**src/hw/rtl/fsla_pkg.sv**
```systemverilog
// Shared types and constants for the free-list slot allocator.
// No dependencies; imported by the top level.
package fsla_pkg;

  // Operation codes carried on the kind port.
  typedef enum logic [1:0] {
    KIND_INIT  = 2'd0,
    KIND_ALLOC = 2'd1,
    KIND_FREE  = 2'd2,
    KIND_NOP   = 2'd3
  } kind_t;

  // Control sequencer, one-hot.
  typedef enum logic [2:0] {
    ST_IDLE  = 3'b001,
    ST_ALLOC = 3'b010,
    ST_INIT  = 3'b100
  } state_t;

  localparam int COUNT_W = 9;
  localparam logic [COUNT_W-1:0] COUNT_MAX = 9'd511;
  localparam logic [8:0] ELEM_COUNT_RESET = 9'd256;

endpackage

```
**src/hw/rtl/fsla_link_ram.sv**
```systemverilog
// Link memory of the free-list allocator: one write port, one read port.
// Read data is registered. No dependencies.
module fsla_link_ram #(
  parameter int DEPTH = 256,
  parameter int WIDTH = 9
) (
  input  logic                     clk,
  input  logic                     we,
  input  logic [$clog2(DEPTH)-1:0] waddr,
  input  logic [WIDTH-1:0]         wdata,
  input  logic                     re,
  input  logic [$clog2(DEPTH)-1:0] raddr,
  output logic [WIDTH-1:0]         rdata
);

  logic [WIDTH-1:0] mem [DEPTH];

  always_ff @(posedge clk) begin
    if (we) begin
      mem[waddr] <= wdata;
    end
    if (re) begin
      rdata <= mem[raddr];
    end
  end

endmodule

```
**src/hw/rtl/free_list_slot_allocator.sv**
```systemverilog
// Free-list slot allocator top level: sequencer, head and count registers.
// Depends on fsla_pkg and fsla_link_ram.
//
// A pool of MAX_SLOTS slots is kept as a LIFO list of free slots; each slot
// holds one link in an on-chip link memory and the block keeps the head. A
// command is taken when start is high and busy is low, and every command gives
// exactly one result beat: done pulses high for one cycle with granted_index
// and status, and used_count shows the count after that command. The receiver
// cannot stall, so sample the result in the done cycle. Free, unknown kind and
// allocate on an empty list give their result straight from the idle state;
// allocate on a non-empty list passes through ST_ALLOC, as the link memory read
// is registered (read the head's link on accept, then pop in ST_ALLOC); init
// walks ST_INIT over n = min(element_count, MAX_SLOTS) slots, since the single
// write port links one slot per cycle (n = 0 stays in the idle state). The link
// memory needs no clearing after reset; the list reads as empty until the first
// init or free. element_count is written through element_count_we while the
// block is idle; the user must keep to this, the block does not enforce it.
module free_list_slot_allocator #(
  parameter int MAX_SLOTS = 256
) (
  input  logic       clk,
  input  logic       rst,
  // command channel
  input  logic       start,
  output logic       busy,
  input  logic [1:0] kind,
  input  logic [7:0] slot_index,
  // configuration
  input  logic       element_count_we,
  input  logic [8:0] element_count,
  // result channel
  output logic       done,
  output logic [7:0] granted_index,
  output logic       status,
  output logic [8:0] used_count
);

  import fsla_pkg::*;

  // link width holds every slot index plus the end marker (MAX_SLOTS)
  localparam int AW = $clog2(MAX_SLOTS);
  localparam int LW = $clog2(MAX_SLOTS + 1);
  localparam logic [LW-1:0] LINK_END = LW'(MAX_SLOTS);

  state_t               state;
  logic [LW-1:0]        head;
  logic [COUNT_W-1:0]   count;
  logic [8:0]           elem_count;
  logic [AW-1:0]        init_idx;
  logic [LW-1:0]        init_last;
  logic [7:0]           granted;
  logic                 oom;

  logic                 accept;
  kind_t                kind_c;
  logic                 head_empty;
  logic                 slot_ok;
  logic [LW-1:0]        init_n;
  logic [COUNT_W-1:0]   count_inc;
  logic [COUNT_W-1:0]   count_dec;

  logic                 ram_we;
  logic [AW-1:0]        ram_waddr;
  logic [LW-1:0]        ram_wdata;
  logic                 ram_re;
  logic [LW-1:0]        ram_rdata;

  assign busy          = (state != ST_IDLE);
  assign accept        = start && !busy;
  assign kind_c        = kind_t'(kind);
  assign head_empty    = (head >= LINK_END);
  assign slot_ok       = (32'(slot_index) < 32'(MAX_SLOTS));
  assign init_n        = (32'(elem_count) > 32'(MAX_SLOTS)) ? LINK_END : LW'(elem_count);
  assign count_inc     = (count == COUNT_MAX) ? count : count + 1'b1;
  assign count_dec     = (count == '0) ? count : count - 1'b1;
  assign granted_index = granted;
  assign status        = oom;
  assign used_count    = count;

  // Link memory port control. Only one command is in flight, so a read never
  // overlaps a write to the same entry.
  always_comb begin
    ram_we    = 1'b0;
    ram_waddr = init_idx;
    ram_wdata = LINK_END;
    ram_re    = 1'b0;
    unique case (state)
      ST_IDLE: begin
        if (accept && kind_c == KIND_FREE && slot_ok) begin
          ram_we    = 1'b1;
          ram_waddr = AW'(slot_index);
          ram_wdata = head;
        end
        ram_re = accept && kind_c == KIND_ALLOC && !head_empty;
      end
      ST_ALLOC: begin
        // popped slot's link goes back to the end marker
        ram_we    = 1'b1;
        ram_waddr = head[AW-1:0];
        ram_wdata = LINK_END;
      end
      ST_INIT: begin
        // slot i links to slot i-1, slot 0 ends the list
        ram_we    = 1'b1;
        ram_waddr = init_idx;
        ram_wdata = (init_idx == '0) ? LINK_END : LW'(init_idx) - 1'b1;
      end
      default: begin
        ram_we = 1'b0;
      end
    endcase
  end

  fsla_link_ram #(
    .DEPTH(MAX_SLOTS),
    .WIDTH(LW)
  ) u_link_ram (
    .clk  (clk),
    .we   (ram_we),
    .waddr(ram_waddr),
    .wdata(ram_wdata),
    .re   (ram_re),
    .raddr(head[AW-1:0]),
    .rdata(ram_rdata)
  );

  // Result payload: granted index and out-of-memory flag.
  always_ff @(posedge clk) begin
    if (state == ST_ALLOC) begin
      granted <= 8'(head);
      oom     <= 1'b0;
    end else if (accept) begin
      granted <= '0;
      oom     <= (kind_c == KIND_ALLOC) && head_empty;
    end
  end

  // Init walk bounds.
  always_ff @(posedge clk) begin
    if (state == ST_INIT) begin
      init_idx <= init_idx + 1'b1;
    end else if (accept) begin
      init_idx  <= '0;
      init_last <= init_n - 1'b1;
    end
  end

  // Sequencer, head, count, config register.
  always_ff @(posedge clk) begin
    if (rst) begin
      state      <= ST_IDLE;
      head       <= LINK_END;
      count      <= '0;
      elem_count <= ELEM_COUNT_RESET;
      done       <= 1'b0;
    end else begin
      if (element_count_we) begin
        elem_count <= element_count;
      end
      done <= 1'b0;
      unique case (state)
        ST_IDLE: begin
          if (accept) begin
            unique case (kind_c)
              KIND_INIT: begin
                if (init_n == '0) begin
                  head  <= LINK_END;
                  count <= '0;
                  done  <= 1'b1;
                end else begin
                  state <= ST_INIT;
                end
              end
              KIND_ALLOC: begin
                if (head_empty) begin
                  done <= 1'b1;
                end else begin
                  state <= ST_ALLOC;
                end
              end
              KIND_FREE: begin
                if (slot_ok) begin
                  head  <= LW'(slot_index);
                  count <= count_dec;
                end
                done <= 1'b1;
              end
              default: begin
                done <= 1'b1;
              end
            endcase
          end
        end
        ST_ALLOC: begin
          // stray link values collapse to the end marker
          head  <= (ram_rdata >= LINK_END) ? LINK_END : ram_rdata;
          count <= count_inc;
          done  <= 1'b1;
          state <= ST_IDLE;
        end
        ST_INIT: begin
          if (LW'(init_idx) == init_last) begin
            head  <= init_last;
            count <= '0;
            done  <= 1'b1;
            state <= ST_IDLE;
          end
        end
        default: begin
          state <= ST_IDLE;
        end
      endcase
    end
  end

  // A pop only happens from a non-empty list.
  a_alloc_nonempty: assert property (@(posedge clk) disable iff (rst)
    state == ST_ALLOC |-> !head_empty)
    else $error("pop issued with empty list");

  // The pop state is always followed by idle.
  a_alloc_one_cycle: assert property (@(posedge clk) disable iff (rst)
    state == ST_ALLOC |=> state == ST_IDLE)
    else $error("pop step did not finish");

  // No result beat while a command is still in progress.
  a_no_done_busy: assert property (@(posedge clk) disable iff (rst)
    state != ST_IDLE |-> !done)
    else $error("result beat while busy");

  // Out of memory never hands out an index.
  a_oom_zero: assert property (@(posedge clk) disable iff (rst)
    done && status |-> granted_index == 8'd0)
    else $error("index granted on out of memory");

  // Every result beat follows an accept or the end of a multi-cycle step.
  a_done_cause: assert property (@(posedge clk) disable iff (rst)
    done |-> $past(accept) || $past(state == ST_ALLOC) || $past(state == ST_INIT))
    else $error("result beat without a command");

endmodule

```
**config.mk**
```make
export PLATFORM = sky130hd
export DESIGN_NAME = free_list_slot_allocator
export DESIGN_NICKNAME = d
export VERILOG_FILES = /design/src/hw/rtl/fsla_pkg.sv /design/src/hw/rtl/fsla_link_ram.sv /design/src/hw/rtl/free_list_slot_allocator.sv
export SDC_FILE = /design/constraint.sdc
export NUM_CORES = 2
export LEC_CHECK = 0
export BUFFER_PORTS_ARGS = -buffer_cell sky130_fd_sc_hd__clkbuf_2
export CORE_ASPECT_RATIO = 1.75
export CORE_MARGIN = 5
export CORE_UTILIZATION = 40
export CTS_CLUSTER_SIZE = 40
export DETAILED_ROUTE_END_ITERATION = 10
export HOLD_SLACK_MARGIN = 0.12
export SLEW_MARGIN = 20
export SYNTH_ARGS = -nofsm -noshare
export SYNTH_HDL_FRONTEND = slang
export SYNTH_SLANG_ARGS = --single-unit
```
**constraint.sdc**
```tcl
create_clock -name clk -period 16.9 [get_ports clk]
set_input_delay 2.535 -clock clk [delete_from_list [all_inputs] [get_ports clk]]
set_output_delay 2.535 -clock clk [all_outputs]
set_load 0.02 [all_outputs]
```
==> out/qor.csv <==
metric,value,unit
DR WL/cell,30.92,µm
critical path's slowest cell,nor4_1,
Global Route Usage Sum,19.71,%
syn nets,4612,
Hold Buf Count CTS,0,
min Tclk post-route,6.186,ns
combinational power share,6.0,%
initial antenna violation count,2,
Root Buffer,clkbuf_16,
"critical path fanouts, max",46,
CTS H-tree lvls,4,
number of synthesized flops with an enable pin,2338,
worst setup margin,10.71,ns
ys flop type,edfxtp_1,
"most common cell after layout, fill and taps aside",edfxtp_1,
Synth cell types,66,
area delta synth->final,10.88,%
Crit Path Class,reg2reg,
DIE AREA,241200,µm²
Final Hold Fails,0,
Crit. End Element,flip-flop,
drt first pass iters,5,
cts bufs inserted,201,
routed vias,45460,
width of the die,373.4,µm
Setup Skew,0.05346,ns
syn avg cell area,20.18,µm²
DRC,0,
Synth Instances,4581,
core region area,230000,µm²
most frequent cells in the layout,"edfxtp_1 (2338), mux4_2 (494), nor2_1 (345), clkbuf_16 (206)",
grt met1 use,22.57,%
Place WS,10.11,ns
M2 GR Usage,35.90,%
PostCTS Resize Cnt,0,
HP Class,reg2reg,
Final Wtd Congestion,0.8590,
Max Cap Viol,0,
Clock Tree Buf Depth,4,
vias in the first global route,47130,
Vias/cell,5.789,
power density cells,114.2,nW/µm²
Leakage Power,0.02792,µW
row count,233,
mapped cell area,92440,µm²
critical path arrival,6.72,ns
slew of the pin with the lowest slew margin,1.182,ns
Routed Antenna Nets,0,
CP Launch Type,flip-flop,
cell-internal power,9141,µW
# Post-CTS Setup Buffers,0,
worst skew pair latency,0.85,ns
ys async rst share,0,%
clock power share,38.9,%
RSZ-0062 raised after global routing,no,
M3 GR Usage,2.166,%
I/O pins,43,
sequential area share after synthesis,76.65,%
Final #Nets,4663,
share of layout cells above drive strength 1,20.42,%
Sw Share,21.90,%
Initial Utilization,40.19,%
largest net degree at the start of global routing,177,
Crit path top cell by count,buf_4,
count of pins over their slew limit,0,
Overflow after GRT,0,
first-pass GRT wire length,346400,µm
fin crit share,36.60,%
clock-pin slew on the worst setup and hold paths,0.06,ns
outcome,"complete, no violations",
net switching power,2563,µW
CP top delay family,buffers and inverters,
Die Y,645.9,µm
crit-path cells,"buf_4, buf_4, buf_4, buf_4, mux4_2, a22oi_1, a21oi_1, nor4_1, nor4_1",
Worst path max stage delay,0.84,ns
Util after Layout,44.56,%
Max IR drop VDD,0.07512,mV
Reg power frac,55.1,%
# setup viols final,0,
dpl hpwl,152800,µm
setup TNS,0,ns
"Buf+Inv Stages, Crit Path",4,
CTS tree,yes,
worst path required time,17.43,ns
slew margin rel.,20.91,%
yosys warns,0,
Clock Sinks,2370,
initial DRC count,4007,
IO Port Bufs,42,
Fmax achieved,0.1617,GHz
busiest grt layer,met2,
fillers,19330,
register bit total from synthesis,2370,
drt total wl,242800,µm
-- synthesized netlist by cell type (all sizes together), types with 4 or more instances --
master	instances	area share, %
inv	12	0.049
nor2b	20	0.14
o221ai	42	0.40
a221oi	44	0.42
dfxtp	32	0.69
a22o	50	0.47
a222oi	8	0.087
a21o	31	0.25
or2	5	0.034
clkbuf	139	0.57
mux4	494	12
a2bb2oi	6	0.057
mux2	12	0.15
and2	20	0.14
nand2	90	0.37
o22ai	44	0.30
edfxtp	2338	76
nor3b	9	0.084
nor4	16	0.11
a21oi	98	0.53
nor3	30	0.16
o32ai	5	0.047
a211oi	38	0.32
nand3	31	0.17
nor2	348	1.4
ha	8	0.11
mux2i	142	1.5
o21ai	39	0.21
o31ai	6	0.049
a221o	6	0.065
buf	157	0.97
a31oi	23	0.16
nand2b	11	0.074
nand3b	6	0.049
xnor2	8	0.076
or3b	4	0.038
xor2	16	0.15
a22oi	142	1.2
or3	6	0.041
and3	10	0.068
-- metal layers --
layer / vias to the layer above / share of wire (%)
met1: 24110 / 35
li1: 19110 / -
met3: 513 / 5.3
met2: 1724 / 53
met5: - / 0
met4: 0 / 6.7
-- cell families (layout without fill, tap and decap cells) --
family / count (synthesis) / count (layout) / share of synthesized area, %
muxes: 648 / 648 / 13.72
other: 0 / 4 / 0
buffers and inverters: 309 / 522 / 1.589
and+or+nand+nor: 616 / 616 / 2.964
AOI/OAI and AO/OA: 606 / 606 / 4.746
xor gates and xnor gates: 24 / 24 / 0.2274
adders and majority gates: 8 / 8 / 0.1083
DFF: 2370 / 2370 / 76.65
-- state kept, by name, summed over array words and instances (netlist names) --
register and flops:
u_link_ram.rdata 9, init_last 9, done 1, head 9, status 1, init_idx 8, granted_index 8, u_link_ram.mem 2304
state 3, used_count 9, elem_count 9
-- worst paths after layout --
| kind | from | end | slack [ns] | cells past startpoint |
|---|---|---|---|---|
| worst min-delay path | status$_SDFFE_PP0N_ | status$_SDFFE_PP0N_ | 0.51 | 2 |
| worst max register to register | head[0]$_SDFFE_PP0P_ | u_link_ram.rdata[4]$_DFFE_PP_ | 10.71 | 9 |
| worst min register to register | status$_SDFFE_PP0N_ | status$_SDFFE_PP0N_ | 0.51 | 2 |
| worst max-delay path | head[0]$_SDFFE_PP0P_ | u_link_ram.rdata[4]$_DFFE_PP_ | 10.71 | 9 |
-- power by group through the flow --
stage | clock network, µW | registers [µW] | logic (µW)
global route | 4860 | 6440 | 739
CTS | 4630 | 6450 | 712
finish | 4550 | 6450 | 707
global placement | 0 | 6580 | 706
detailed placement | 0 | 6580 | 710
floorplan | 0 | 6600 | 441
-- worst min-delay path: cells and delay by family, from the launching register on --
kind            cells  cell delay, ns
flops               1            0.33
compound gates      1            0.06
simple gates        1            0.09
-- metrics by stage --
stage	hold slack (ns)	instance area, µm²	std cells	total power, µW
detailed placement	0.4939	96140	7483	7287
floorplan	0.4942	92440	4581	7037
global placement	0.4748	96090	7482	7283
finish	0.5135	102500	7853	11700
global route	0.5745	102500	7850	12040
CTS	0.5086	102500	7848	11790
-- final cells by class --
cell class	count	area (µm²)	share of cell area, %
multi-input cells	1902	20320	19.82
repair buffers	144	1116	1.089
clock inverters	120	1006	0.9815
diodes	4	10.01	0.009766
flip-flops and latches	2370	70860	69.14
clock buffers	245	5311	5.182
well taps	3055	3822	3.729
inverters	13	48.80	0.04761
No activity file was read; power rests on OpenSTA's default activity.
